[config.mk]
export PLATFORM = sky130hd
export DESIGN_NAME = command_line_tokenizer
export DESIGN_NICKNAME = d
export VERILOG_FILES = /design/src/clt_pkg.sv /design/src/clt_front.sv /design/src/clt_fifo.sv /design/src/clt_back.sv /design/src/command_line_tokenizer.sv
export SDC_FILE = /design/constraint.sdc
export NUM_CORES = 1
export LEC_CHECK = 0
export BUFFER_PORTS_ARGS = -buffer_cell sky130_fd_sc_hd__buf_2
export CAP_MARGIN = 30
export CORE_MARGIN = 5
export CORE_UTILIZATION = 60
export CTS_CLUSTER_DIAMETER = 80
export CTS_CLUSTER_SIZE = 10
export DETAILED_ROUTE_END_ITERATION = 16
export HOLD_SLACK_MARGIN = 0.06
export PLACE_DENSITY_LB_ADDON = 0.2
export SYNTH_ARGS = -nofsm -noshare
export SYNTH_HDL_FRONTEND = slang
export SYNTH_SLANG_ARGS = --single-unit
[constraint.sdc]
create_clock -name clk -period 9.2 [get_ports clk]
set_input_delay 1.38 -clock clk [delete_from_list [all_inputs] [get_ports clk]]
set_output_delay 1.38 -clock clk [all_outputs]
set_load 0.01 [all_outputs]
[src/clt_pkg.sv]
package clt_pkg;

    localparam int QUEUE_DEPTH = 4;
    localparam int MAX_RESULTS = 3;

    localparam logic [7:0] CH_QUOTE = 8'h22;
    localparam logic [7:0] CH_SLASH = 8'h2F;
    localparam logic [7:0] CH_STAR  = 8'h2A;
    localparam logic [7:0] CH_SPACE = 8'h20;
    localparam logic [7:0] CH_ASCII_MAX = 8'h7F;

    localparam logic REG_HIGH_BYTES_BLANK = 1'b0;

    typedef enum logic [2:0] {
        MODE_BETWEEN,
        MODE_BARE,
        MODE_QUOTED,
        MODE_COMMENT,
        MODE_IGNORE
    } mode_t;

    typedef enum logic [1:0] {
        KIND_BYTE,
        KIND_END,
        KIND_DONE
    } kind_t;

    typedef struct packed {
        kind_t       kind;
        logic [7:0]  tok_byte;
        logic [5:0]  token_index;
        logic [6:0]  token_count;
    } result_t;

    typedef struct packed {
        logic [1:0]                    count;
        result_t [MAX_RESULTS-1:0]     res;
    } bundle_t;

endpackage

[src/clt_front.sv]
module clt_front #(
    parameter int MAX_TOKENS = 64
) (
    input  logic               clk,
    input  logic               rst_n,
    input  logic               high_bytes_blank,
    input  logic               accept,
    input  logic [7:0]         ch,
    input  logic               line_end,
    output logic               bundle_valid,
    output clt_pkg::bundle_t   bundle
);

    localparam int TW = $clog2(MAX_TOKENS + 1);

    clt_pkg::mode_t  mode_reg, mode_next;
    logic            slash_reg, slash_next;
    logic            star_reg, star_next;
    logic [TW-1:0]   tsf_reg, tsf_next;
    logic            do_bare;
    logic            blank;

    function automatic clt_pkg::bundle_t put_result(
        clt_pkg::bundle_t b,
        clt_pkg::kind_t   k,
        logic [7:0]       by,
        logic [5:0]       idx,
        logic [6:0]       cnt
    );
        clt_pkg::bundle_t r;
        r = b;
        r.res[r.count].kind        = k;
        r.res[r.count].tok_byte    = by;
        r.res[r.count].token_index = idx;
        r.res[r.count].token_count = cnt;
        r.count = r.count + 2'd1;
        return r;
    endfunction

    function automatic clt_pkg::mode_t limit_mode(logic [TW-1:0] t, clt_pkg::mode_t nm);
        return (t >= TW'(MAX_TOKENS)) ? clt_pkg::MODE_IGNORE : nm;
    endfunction

    always_comb
    begin
        blank = (ch <= clt_pkg::CH_SPACE) || ((ch > clt_pkg::CH_ASCII_MAX) && high_bytes_blank);
        mode_next  = mode_reg;
        slash_next = slash_reg;
        star_next  = star_reg;
        tsf_next   = tsf_reg;
        bundle     = '0;
        do_bare    = 1'b0;

        if (line_end || (ch == 8'd0))
        begin
            if ((mode_reg == clt_pkg::MODE_BETWEEN) || (mode_reg == clt_pkg::MODE_BARE))
            begin
                if (slash_reg)
                begin
                    bundle = put_result(bundle, clt_pkg::KIND_BYTE, clt_pkg::CH_SLASH,
                                        6'(tsf_reg), 7'd0);
                    bundle = put_result(bundle, clt_pkg::KIND_END, 8'd0, 6'(tsf_reg), 7'd0);
                    tsf_next = tsf_reg + TW'(1);
                end
                else if (mode_reg == clt_pkg::MODE_BARE)
                begin
                    bundle = put_result(bundle, clt_pkg::KIND_END, 8'd0, 6'(tsf_reg), 7'd0);
                    tsf_next = tsf_reg + TW'(1);
                end
            end
            else if (mode_reg == clt_pkg::MODE_QUOTED)
            begin
                bundle = put_result(bundle, clt_pkg::KIND_END, 8'd0, 6'(tsf_reg), 7'd0);
                tsf_next = tsf_reg + TW'(1);
            end
            bundle = put_result(bundle, clt_pkg::KIND_DONE, 8'd0, 6'd0, 7'(tsf_next));
            mode_next  = clt_pkg::MODE_BETWEEN;
            slash_next = 1'b0;
            star_next  = 1'b0;
            tsf_next   = '0;
        end
        else
        begin
            case (mode_reg)
                clt_pkg::MODE_BETWEEN:
                begin
                    if (slash_reg)
                    begin
                        slash_next = 1'b0;
                        if (ch == clt_pkg::CH_SLASH)
                        begin
                            mode_next = clt_pkg::MODE_IGNORE;
                        end
                        else if (ch == clt_pkg::CH_STAR)
                        begin
                            mode_next = clt_pkg::MODE_COMMENT;
                            star_next = 1'b1;
                        end
                        else
                        begin
                            mode_next = clt_pkg::MODE_BARE;
                            bundle = put_result(bundle, clt_pkg::KIND_BYTE, clt_pkg::CH_SLASH,
                                                6'(tsf_reg), 7'd0);
                            do_bare = 1'b1;
                        end
                    end
                    else if (!blank)
                    begin
                        if (ch == clt_pkg::CH_SLASH)
                        begin
                            slash_next = 1'b1;
                        end
                        else if (ch == clt_pkg::CH_QUOTE)
                        begin
                            mode_next = clt_pkg::MODE_QUOTED;
                        end
                        else
                        begin
                            mode_next = clt_pkg::MODE_BARE;
                            bundle = put_result(bundle, clt_pkg::KIND_BYTE, ch,
                                                6'(tsf_reg), 7'd0);
                        end
                    end
                end
                clt_pkg::MODE_BARE:
                begin
                    if (slash_reg)
                    begin
                        slash_next = 1'b0;
                        if ((ch == clt_pkg::CH_SLASH) || (ch == clt_pkg::CH_STAR))
                        begin
                            bundle = put_result(bundle, clt_pkg::KIND_END, 8'd0,
                                                6'(tsf_reg), 7'd0);
                            tsf_next = tsf_reg + TW'(1);
                            if (ch == clt_pkg::CH_SLASH)
                            begin
                                mode_next = clt_pkg::MODE_IGNORE;
                            end
                            else
                            begin
                                mode_next = limit_mode(tsf_next, clt_pkg::MODE_COMMENT);
                                if (mode_next == clt_pkg::MODE_COMMENT)
                                begin
                                    star_next = 1'b1;
                                end
                            end
                        end
                        else
                        begin
                            bundle = put_result(bundle, clt_pkg::KIND_BYTE, clt_pkg::CH_SLASH,
                                                6'(tsf_reg), 7'd0);
                            do_bare = 1'b1;
                        end
                    end
                    else
                    begin
                        do_bare = 1'b1;
                    end
                end
                clt_pkg::MODE_QUOTED:
                begin
                    if (ch == clt_pkg::CH_QUOTE)
                    begin
                        bundle = put_result(bundle, clt_pkg::KIND_END, 8'd0, 6'(tsf_reg), 7'd0);
                        tsf_next  = tsf_reg + TW'(1);
                        mode_next = limit_mode(tsf_next, clt_pkg::MODE_BETWEEN);
                    end
                    else
                    begin
                        bundle = put_result(bundle, clt_pkg::KIND_BYTE, ch, 6'(tsf_reg), 7'd0);
                    end
                end
                clt_pkg::MODE_COMMENT:
                begin
                    if (star_reg && (ch == clt_pkg::CH_SLASH))
                    begin
                        star_next = 1'b0;
                        mode_next = clt_pkg::MODE_BETWEEN;
                    end
                    else
                    begin
                        star_next = (ch == clt_pkg::CH_STAR);
                    end
                end
                default:
                begin
                end
            endcase

            if (do_bare)
            begin
                if (blank || (ch == clt_pkg::CH_QUOTE))
                begin
                    bundle = put_result(bundle, clt_pkg::KIND_END, 8'd0, 6'(tsf_reg), 7'd0);
                    tsf_next  = tsf_reg + TW'(1);
                    mode_next = limit_mode(tsf_next,
                                           blank ? clt_pkg::MODE_BETWEEN : clt_pkg::MODE_QUOTED);
                end
                else if (ch == clt_pkg::CH_SLASH)
                begin
                    slash_next = 1'b1;
                end
                else
                begin
                    bundle = put_result(bundle, clt_pkg::KIND_BYTE, ch, 6'(tsf_reg), 7'd0);
                end
            end
        end
    end

    assign bundle_valid = accept && (bundle.count != 2'd0);

    always_ff @(posedge clk or negedge rst_n)
    begin
        if (!rst_n)
        begin
            mode_reg  <= clt_pkg::MODE_BETWEEN;
            slash_reg <= 1'b0;
            star_reg  <= 1'b0;
            tsf_reg   <= '0;
        end
        else if (accept)
        begin
            mode_reg  <= mode_next;
            slash_reg <= slash_next;
            star_reg  <= star_next;
            tsf_reg   <= tsf_next;
        end
    end

endmodule

[src/clt_fifo.sv]
module clt_fifo (
    input  logic               clk,
    input  logic               rst_n,
    input  logic               push,
    input  clt_pkg::bundle_t   push_data,
    output logic               full,
    input  logic               pop,
    output clt_pkg::bundle_t   head,
    output logic               empty
);

    localparam int DEPTH = clt_pkg::QUEUE_DEPTH;
    localparam int AW    = $clog2(DEPTH);
    localparam int CW    = $clog2(DEPTH + 1);

    clt_pkg::bundle_t   mem_reg [DEPTH];
    logic [AW-1:0]      wr_ptr_reg, rd_ptr_reg;
    logic [CW-1:0]      count_reg;
    logic               do_push, do_pop;

    assign full    = (count_reg == CW'(DEPTH));
    assign empty   = (count_reg == '0);
    assign do_push = push && !full;
    assign do_pop  = pop && !empty;
    assign head    = mem_reg[rd_ptr_reg];

    always_ff @(posedge clk)
    begin
        if (do_push)
        begin
            mem_reg[wr_ptr_reg] <= push_data;
        end
    end

    always_ff @(posedge clk or negedge rst_n)
    begin
        if (!rst_n)
        begin
            wr_ptr_reg <= '0;
            rd_ptr_reg <= '0;
            count_reg  <= '0;
        end
        else
        begin
            if (do_push)
            begin
                wr_ptr_reg <= (wr_ptr_reg == AW'(DEPTH - 1)) ? '0 : wr_ptr_reg + AW'(1);
            end
            if (do_pop)
            begin
                rd_ptr_reg <= (rd_ptr_reg == AW'(DEPTH - 1)) ? '0 : rd_ptr_reg + AW'(1);
            end
            if (do_push && !do_pop)
            begin
                count_reg <= count_reg + CW'(1);
            end
            else if (do_pop && !do_push)
            begin
                count_reg <= count_reg - CW'(1);
            end
        end
    end

endmodule

[src/clt_back.sv]
module clt_back (
    input  logic               clk,
    input  logic               rst_n,
    input  clt_pkg::bundle_t   head,
    input  logic               head_valid,
    output logic               head_pop,
    output clt_pkg::result_t   out_res,
    output logic               out_last,
    output logic               out_valid,
    input  logic               out_pop
);

    logic [1:0]         pos_reg;
    logic               valid_reg;
    clt_pkg::result_t   res_reg;
    logic               last_reg;
    logic               load;
    logic               is_last;

    assign load     = head_valid && (!valid_reg || out_pop);
    assign is_last  = (pos_reg == (head.count - 2'd1));
    assign head_pop = load && is_last;

    assign out_res   = res_reg;
    assign out_last  = last_reg;
    assign out_valid = valid_reg;

    always_ff @(posedge clk)
    begin
        if (load)
        begin
            res_reg  <= head.res[pos_reg];
            last_reg <= is_last;
        end
    end

    always_ff @(posedge clk or negedge rst_n)
    begin
        if (!rst_n)
        begin
            pos_reg   <= 2'd0;
            valid_reg <= 1'b0;
        end
        else
        begin
            if (load)
            begin
                valid_reg <= 1'b1;
                pos_reg   <= is_last ? 2'd0 : pos_reg + 2'd1;
            end
            else if (out_pop)
            begin
                valid_reg <= 1'b0;
            end
        end
    end

endmodule

[src/command_line_tokenizer.sv]
// Command line tokenizer. Bytes of one line enter on ch (line_end or a zero byte closes the
// line) and leave as a stream of results: token bytes, token ends and one line-done beat that
// carries the token count. A byte is accepted every cycle while the four-entry queue between
// the scanner and the result serializer has room; one byte yields zero to three results, and
// the result side delivers one result per cycle while results are popped. A result passes
// through the queue and then the serializer's output register before it appears. Register
// high_bytes_blank (address 0) selects whether bytes above 127 separate tokens; write it
// only while the block is idle.
module command_line_tokenizer #(
    parameter int MAX_TOKENS = 64
) (
    input  logic         clk,
    input  logic         rst_n,
    input  logic         push,
    output logic         full,
    input  logic [7:0]   ch,
    input  logic         line_end,
    output logic         empty,
    input  logic         pop,
    output logic [1:0]   kind,
    output logic [7:0]   tok_byte,
    output logic [5:0]   token_index,
    output logic [6:0]   token_count,
    output logic         last_of_run,
    input  logic         psel,
    input  logic         penable,
    input  logic         pwrite,
    input  logic [2:0]   paddr,
    input  logic [31:0]  pwdata,
    output logic [31:0]  prdata,
    output logic         pready
);

    logic               hbb_reg;
    logic               accept;
    logic               bundle_valid;
    clt_pkg::bundle_t   bundle;
    clt_pkg::bundle_t   head;
    logic               queue_empty;
    logic               head_pop;
    clt_pkg::result_t   out_res;
    logic               out_valid;

    assign pready = 1'b1;
    assign prdata = (paddr[2] == clt_pkg::REG_HIGH_BYTES_BLANK) ? {31'd0, hbb_reg} : 32'd0;

    always_ff @(posedge clk or negedge rst_n)
    begin
        if (!rst_n)
        begin
            hbb_reg <= 1'b1;
        end
        else if (psel && penable && pwrite && pready
                 && (paddr[2] == clt_pkg::REG_HIGH_BYTES_BLANK))
        begin
            hbb_reg <= pwdata[0];
        end
    end

    assign accept = push && !full;

    clt_front #(
        .MAX_TOKENS(MAX_TOKENS)
    ) u_front (
        .clk              (clk),
        .rst_n            (rst_n),
        .high_bytes_blank (hbb_reg),
        .accept           (accept),
        .ch               (ch),
        .line_end         (line_end),
        .bundle_valid     (bundle_valid),
        .bundle           (bundle)
    );

    clt_fifo u_fifo (
        .clk       (clk),
        .rst_n     (rst_n),
        .push      (bundle_valid),
        .push_data (bundle),
        .full      (full),
        .pop       (head_pop),
        .head      (head),
        .empty     (queue_empty)
    );

    clt_back u_back (
        .clk        (clk),
        .rst_n      (rst_n),
        .head       (head),
        .head_valid (!queue_empty),
        .head_pop   (head_pop),
        .out_res    (out_res),
        .out_last   (last_of_run),
        .out_valid  (out_valid),
        .out_pop    (pop)
    );

    assign empty       = !out_valid;
    assign kind        = out_res.kind;
    assign tok_byte    = out_res.tok_byte;
    assign token_index = out_res.token_index;
    assign token_count = out_res.token_count;

endmodule

==> metrics.cfg, run 1 <==
[drt]
firstDrtPassIters = 5
antenna_left = 0
detail_route.vias_per_cell = 6.077
dr_total_vias = 6618
routed_wirelength_mm = 24.59
drc = 0
routedWlPerCell_um = 22.58
first_iter_violations = 423

[critical_path]
crit_path_top_delay_cell = and2_4
worstSetupEndpointType = flop
cp-startpoint = ch[4]
required_ns = 9.35
crit-reg2reg-launch = u_front.mode_reg[2]
crit_fanout = 56
path_class = input pin to flop
r2r_end = u_fifo.mem_reg[2][30]
crit_arrival_ns = 4.79
critPathTopFamily = simple AND/OR/NAND/NOR gates
rr_worst_depth = 11
r2r_setup_slack_ns = 5.21
crit_buf_inv = 2
start_kind = input pin
path_cells = buf_2, or4b_4, or4_4, a21oi_4, o31a_4, inv_4, ha_1, a41oi_1, a31oi_4, and2_4
critPathMaxStageDelay_ns = 0.78

[floorplan]
die_x_um = 151.1
io-pin-count = 110
die_area_um2 = 22830
fp-row-count = 51
coreArea_um2 = 19530
die_h_um = 151.1
start_util_pct = 61.18

[run_status]
status = finished, final reports clean

[cts]
cts_buffer_depth = 3
cts_hold_buf = 0
cts_sinks = 271
clk_pin_slew_worst_paths_ns = 0.07
cts_tree = yes
cts_made_buffers = 31
htreeDepth = 1
root_buffer = clkbuf_16
cts_setup_buffers = 0
cts_resized = 0
insertion_delay_ns = 0.55

[timing]
rsz0062_at_grt = false
fin_crit_sh_pct = 50.43
finalHoldViolCount = 0
setup_tns_ns = 0
slew_headroom_pct = 25.30
setup_violations = 0
layout_setup_ws_ns = 4.561
final.setup_skew_ns = 0.02062
worstMarginPinSlew_ns = 1.105
fmax_ghz = 0.2156
slew_violations = 0
period_minus_slack_ns = 4.639

[yosys]
synth_edf_count = 248
yosys_warnings = 0
synthDistinctLibCells = 64
ys_ff_latch = 271
synthCells = 754
synth-async-reset-ratio_pct = 8.487
syn-cell-area_um2 = 11950
synthFlopType = edfxtp_1
syn_area_per_cell_um2 = 15.84
seq_area_frac_synth_pct = 67.17

[finish]
stdcell_area_um2 = 13200
fin_nets = 875
drive_above_1_share_pct = 20.27
syn_to_final_growth_pct = 10.47
antennaDiodeCount = 0
largest_reg_flops = 224

[placed_design]
place_ws_ns = 3.975
placed_area_um2 = 12350
portBuffers = 44
place_congestion = 0.9000
dp_hpwl_mm = 14.89

[global_routing]
antenna_found_initial = 0
grt_pass1_vias = 6932
grtUsageTotal_pct = 22.28
grt_overflow = 0
grt_max_degree = 57
grt_pass1_wl_mm = 38.55

[pwr]
power_density_nw_per_um2 = 317.5
ir_drop_mv = 0.3004
p_leak_nw = 4.666

[worst_hold_path]
hold_class = flop to flop
min_to = u_fifo.count_reg[2]
min_path_cells = 1
min-delay-start = u_fifo.count_reg[2]

[run]
cap_violations = 0

==> power by group <==
group / internal (mW) / leakage [nW] / switching [mW]
clock network: 0.614 / 0.409 / 0.440
registers: 1.71 / 2.61 / 0.151
logic: 0.543 / 1.65 / 0.732
total: 2.87 / 4.67 / 1.32
==> worst reg2reg max path, delay by kind of cell, from the launching register on <==
kind / cells / cell delay [ns]
AO/OA/AOI/OAI: 5 / 0.93
adder cells (fa/ha/maj): 1 / 0.16
buffers and inverters: 2 / 0.40
AND/OR/NAND/NOR: 3 / 1.50
flip-flops: 1 / 0.54
==> kinds of logic (layout without fill, tap and decap cells) <==
family | after synthesis | in the layout | synth area share, %
flops | 271 | 271 | 67.17
simple gates | 178 | 178 | 7.269
compound gates | 103 | 103 | 5.845
mux | 90 | 90 | 13.63
buf+inv | 86 | 126 | 3.729
fa+ha+maj | 15 | 15 | 1.634
xor+xnor | 9 | 9 | 0.6598
other cells | 2 | 32 | 0.06287
==> final cells by class <==
cell class	instances	area (um^2)
Inverter	27	103.9
Multi-Input combinational cell	427	3610
Clock inverter	2	17.52
Tap cell	265	331.6
Clock buffer	46	832.0
Fill cell	1372	6330
Timing Repair Buffer	51	272.8
Sequential cell	271	8029
==> metrics by stage <==
stage,util [%],hold WS [ns],std cells,power (mW)
4_1_cts,67.58,0.5024,1089,4.225
3_5_place_dp,63.23,0.4881,1041,3.172
2_1_floorplan,-,0.4560,784,2.788
3_3_place_gp,63.23,0.4728,1041,3.120
6_report,67.58,0.5017,1089,4.189
5_1_grt,67.58,0.5313,1089,4.422
==> cells in the mapped netlist, drive strengths merged (3+ instances only) <==
master	instances	area (um^2)
mux2i	29	302.8
o21ai	28	140.1
nand3	8	40.04
dfrtp	22	550.5
edfxtp	248	7447
mux4	56	1261
nor2b	9	56.30
a31oi	8	65.06
and2	22	137.6
buf	42	277.8
xnor2	5	43.79
o211ai	3	22.52
a21o	4	30.03
clkbuf	17	63.81
nand2b	6	37.54
o22ai	9	56.30
o31ai	9	67.56
nor2	64	240.2
a21oi	20	111.4
o21a	3	22.52
nand2	37	138.9
xor2	4	35.03
ha	14	175.2
mux2	5	63.81
or3	4	25.02
nor3	13	65.06
inv	27	103.9
==> cell usage in the layout (no fill, tap or decap), types with 20 or more instances in the layout <==
master / instances
edfxtp_1: 248
inv_1: 26
nor2_1: 64
nand2_1: 37
mux4_2: 56
dfrtp_1: 20
o21ai_0: 26
buf_2: 44
mux2i_1: 28
conb_1: 32
clkbuf_16: 31
==> worst max path at each step <==
stage,endpoint,slack [ns],depth (start not counted)
floorplan,u_fifo.mem_reg[0][0],3.85,9
global placement,u_fifo.count_reg[2],4.04,15
detailed placement,u_fifo.count_reg[2],3.97,15
CTS,u_fifo.mem_reg[3][32],4.51,10
global route,u_fifo.count_reg[2],4.34,15
finish,u_fifo.mem_reg[2][30],4.56,10
==> routing by layer <==
layer	track usage, %	vias up	share of wire [%]
li1	-	2959	-
met2	37.91	238	51
met3	3.262	31	5.6
met4	4.760	0	1.4
met1	31.17	3390	42
met5	0	-	0
Power figures use the tool's default switching activity.
==> run 2, diff against run 1 <==
CORE_UTILIZATION = 59   (was 60)
clock period = 4.5 ns   (was 9.2 ns; I/O delays follow)
==> metrics.cfg, run 2 (same netlist as run 1, synthesis figures left out) <==
[cts]
htreeDepth = 1
cts_setup_buffers = 0
clk_pin_slew_worst_paths_ns = 0.06
cts_sinks = 271
insertion_delay_ns = 0.54
cts_hold_buf = 0
cts_made_buffers = 31
cts_resized = 0
cts_tree = yes
root_buffer = clkbuf_16
cts_buffer_depth = 3

[floorplan]
die_x_um = 152.3
coreArea_um2 = 20100
die_h_um = 152.3
start_util_pct = 59.42
die_area_um2 = 23190
fp-row-count = 52
io-pin-count = 110

[timing]
slew_headroom_pct = 40.00
rsz0062_at_grt = false
layout_setup_ws_ns = 0.7661
fin_crit_sh_pct = 82.98
finalHoldViolCount = 0
worstMarginPinSlew_ns = 0.9000
setup_violations = 0
period_minus_slack_ns = 3.734
slew_violations = 0
fmax_ghz = 0.2678
final.setup_skew_ns = 0.02082
setup_tns_ns = 0
whs_ns = 0.1301

[drt]
routedWlPerCell_um = 22.10
dr_total_vias = 6693
drc = 0
routed_wirelength_mm = 24.67
first_iter_violations = 628
detail_route.vias_per_cell = 5.997
firstDrtPassIters = 5
antenna_left = 0

[critical_path]
critPathMaxStageDelay_ns = 0.57
start_kind = input pin
path_cells = buf_2, or4b_4, or4_4, a21oi_4, o31a_4, inv_4, ha_1, a41oi_1, a31oi_4, ha_1, inv_1, fa_1, xor2_1, nor2_1, xor2_1
path_class = input pin to flop
worstSetupEndpointType = flop
crit_path_top_delay_cell = or4b_4
required_ns = 4.97
crit_fanout = 7
crit_arrival_ns = 4.20
r2r_setup_slack_ns = 0.87

[global_routing]
grt_pass1_wl_mm = 38.74
grt_pass1_vias = 6985
grt_max_degree = 57
antenna_found_initial = 0
grt_overflow = 0
grtUsageTotal_pct = 21.23

[finish]
fin_nets = 887
syn_to_final_growth_pct = 11.95
drive_above_1_share_pct = 21.16
mostFrequentLayoutCell = edfxtp_1
final_util_pct = 66.52
layout_common_cells = 248 x edfxtp_1, 64 x nor2_1, 56 x mux4_2
final_cells = 1116
largest_reg_flops = 224
antennaDiodeCount = 0

[run]
cap_violations = 0

[pwr]
power_density_nw_per_um2 = 649.7
p_leak_nw = 4.748
ir_drop_mv = 0.4503

[worst_hold_path]
hold_class = input pin to asynchronous set/reset pin

[placed_design]
place_ws_ns = 0.2138
portBuffers = 44
dp_hpwl_mm = 15.36
place_congestion = 0.9250
post-place-cells = 1058

[run_status]
status = finished, final reports clean

-- run 2: stage by stage --
step / total power, mW / instance area (um^2)
after detailed placement: 6.576 / 12490
after CTS: 8.778 / 13370
after floorplan: 5.690 / 12060
after global placement: 6.484 / 12480
after global routing: 9.158 / 13370
final: 8.688 / 13370
-- run 2: final timing paths --
check | cells past startpoint | start | to
max in group asynchronous | 1 | rst_n | u_fifo.rd_ptr_reg[0]
hold reg to reg | 1 | u_fifo.count_reg[2] | u_fifo.count_reg[2]
setup / recovery | 15 | ch[4] | u_fifo.count_reg[2]
setup reg to reg | 15 | u_front.mode_reg[0] | u_fifo.count_reg[2]
min in group clk | 2 | pop | u_back.out_valid
hold / removal | 1 | rst_n | u_fifo.count_reg[1]
-- run 2: worst max-delay path, delay by kind of cell --
family          cells  cell delay, ns
simple gates        3            1.25
compound gates      4            0.77
buf+inv             3            0.26
fa+ha+maj           3            0.92
xor+xnor            2            0.32
-- run 2: layout make-up --
| type | count | area [um^2] |
|---|---|---|
| inverters | 27 | 103.9 |
| flip-flops and latches | 271 | 8029 |
| clock buffers | 56 | 869.6 |
| well taps | 270 | 337.8 |
| fillers | 1387 | 6731 |
| clock inverters | 2 | 17.52 |
| multi-input cells | 427 | 3605 |
| repair buffers | 63 | 410.4 |
-- run 2: power by group --
part | switching [mW] | internal, mW | leakage [nW]
clock | 0.904 | 1.29 | 0.421
sequential | 0.283 | 3.49 | 2.61
combinational | 1.56 | 1.17 | 1.72
-- run 2: per-layer routing --
layer  global-route usage, %  wire (um)
met5                       0          0
met4                   4.623        402
met3                   3.834       1649
met2                   35.37      12270
met1                   29.93      10350
==> run 3, diff against run 2 <==
clock period = 3.9 ns   (was 4.5 ns; I/O delays follow)
==> metrics.cfg, run 3 (same netlist as run 1, synthesis figures left out) <==
[critical_path]
worstSetupEndpointType = flop
r2r_setup_slack_ns = 0.55
required_ns = 4.37
path_class = input pin to flop
endpoint = u_fifo.count_reg[2]
crit_arrival_ns = 3.92
crit_path_top_delay_cell = or4b_4
cp-startpoint = ch[4]
start_kind = input pin
rr_worst_depth = 13
crit-reg2reg-launch = u_front.mode_reg[0]
crit_path_frequent_cell = xor2_1
crit_fanout = 2
critPathMaxStageDelay_ns = 0.54
path_cells = buf_2, or4b_4, or4_4, a21oi_4, o31a_4, inv_4, ha_1, a41oi_2, a31oi_4, ha_2, inv_1, fa_1, xor2_1, nor2_1, xor2_1
r2r_end = u_fifo.count_reg[2]

[finish]
syn_to_final_growth_pct = 14.08
multi_input_area_um2 = 3615
fin_nets = 912
seq_area_um2 = 8029
mostFrequentLayoutCell = edfxtp_1
drive_above_1_share_pct = 23.65
layout_common_cells = 248 x edfxtp_1, 64 x nor2_1, 56 x mux4_2
largest_reg_flops = 224
final_cells = 1141
fillerInstances = 1349
antennaDiodeCount = 0

[floorplan]
die_area_um2 = 23190
io-pin-count = 110
coreArea_um2 = 20100
die_x_um = 152.3
fp-row-count = 52
start_util_pct = 59.42
die_h_um = 152.3

[cts]
insertion_delay_ns = 0.54
cts_made_buffers = 31
clk_pin_slew_worst_paths_ns = 0.06
root_buffer = clkbuf_16
cts_resized = 0
cts_setup_buffers = 0
htreeDepth = 1
cts_sinks = 271
cts_tree = yes
cts_buffer_depth = 3

[run_status]
status = finished, final reports clean

[timing]
rsz0062_at_grt = false
layout_setup_ws_ns = 0.4505
slew_headroom_pct = 46.92
setup_violations = 0
worstMarginPinSlew_ns = 0.7961
period_minus_slack_ns = 3.449
fmax_ghz = 0.2899
slew_violations = 0
fin_crit_sh_pct = 88.45
final.setup_skew_ns = 0.01190
finalHoldViolCount = 0

[global_routing]
grtUsageTotal_pct = 21.85
grt_pass1_wl_mm = 40.21
grt_pass1_vias = 7177
antenna_found_initial = 0
grt_overflow = 0
grt_max_degree = 40

[drt]
detail_route.vias_per_cell = 5.983
dr_total_vias = 6827
routed_wirelength_mm = 25.23
firstDrtPassIters = 5
drc = 0
routedWlPerCell_um = 22.11
antenna_left = 0
first_iter_violations = 470

[placed_design]
place_congestion = 0.9191
place_ws_ns = -0.1103
portBuffers = 44
post-place-cells = 1082
dp_hpwl_mm = 16.27

[pwr]
p_int_mw = 6.955
power_density_nw_per_um2 = 746.6
totalPowerFinal_mw = 10.17
p_leak_nw = 4.885
p_comb_share_pct = 32.6
ir_drop_mv = 0.6865
seq_power_share_pct = 42.4
switching_share_pct = 31.63
power.switching_mw = 3.218
clkPwrFrac_pct = 24.9

[worst_hold_path]
hold_class = input pin to flop

[run]
cap_violations = 0

run 3: power groups by stage:
stage	clock [mW]	sequential, mW	combinational [mW]
finish	2.54	4.32	3.32
global route	2.72	4.37	3.64
CTS	2.58	4.32	3.36
detailed placement	0	4.38	3.34
global placement	0	4.33	3.25
floorplan	0	4.30	2.27
run 3: through the flow:
stage	instance area [um^2]	TNS, ns	hold WS [ns]	utilization, %
6_report	13630	0	0.2398	67.78
5_1_grt	13630	0	0.2506	67.78
3_3_place_gp	12730	-0.02333	0.4741	63.31
4_1_cts	13630	0	0.2342	67.78
3_5_place_dp	12730	-0.1747	0.4848	63.31
2_1_floorplan	12070	-2.318	0.2894	-
run 3: worst max-delay path, delay by kind of cell:
family          cells  cell delay (ns)
xor+xnor            2             0.31
fa+ha+maj           3             0.93
buf+inv             3             0.20
simple gates        3             1.17
compound gates      4             0.72
run 3: final cells by class:
class,count,share of cell area [%]
well taps,270,2.479
inverters,27,0.7621
multi-input cells,427,26.53
clock buffers,55,6.354
flip-flops and latches,271,58.92
clock inverters,3,0.1653
repair buffers,88,4.793
run 3: per-layer routing:
metal | track usage (%) | vias up | share of wire, %
met5 | 0 | - | 0
met1 | 31.63 | 3477 | 43
met4 | 6.378 | 0 | 2.7
met2 | 35.35 | 254 | 49
met3 | 3.039 | 58 | 5.7
li1 | - | 3038 | -
run 3: worst min-delay path by stage:
stage / start / to / cells after the start
2_1_floorplan: rst_n / u_back.out_valid / 0
3_3_place_gp: u_fifo.count_reg[2] / u_fifo.count_reg[2] / 1
3_5_place_dp: u_fifo.count_reg[2] / u_fifo.count_reg[2] / 1
4_1_cts: pop / u_back.out_valid / 2
5_1_grt: pop / u_back.out_valid / 2
6_report: pop / u_back.out_valid / 2
run 3: timing repair:
action | CTS | global route
endpoints found under the setup margin | 0 | 0
hold buffers | 1 | 0
hold endpoints to repair | 22 | 0
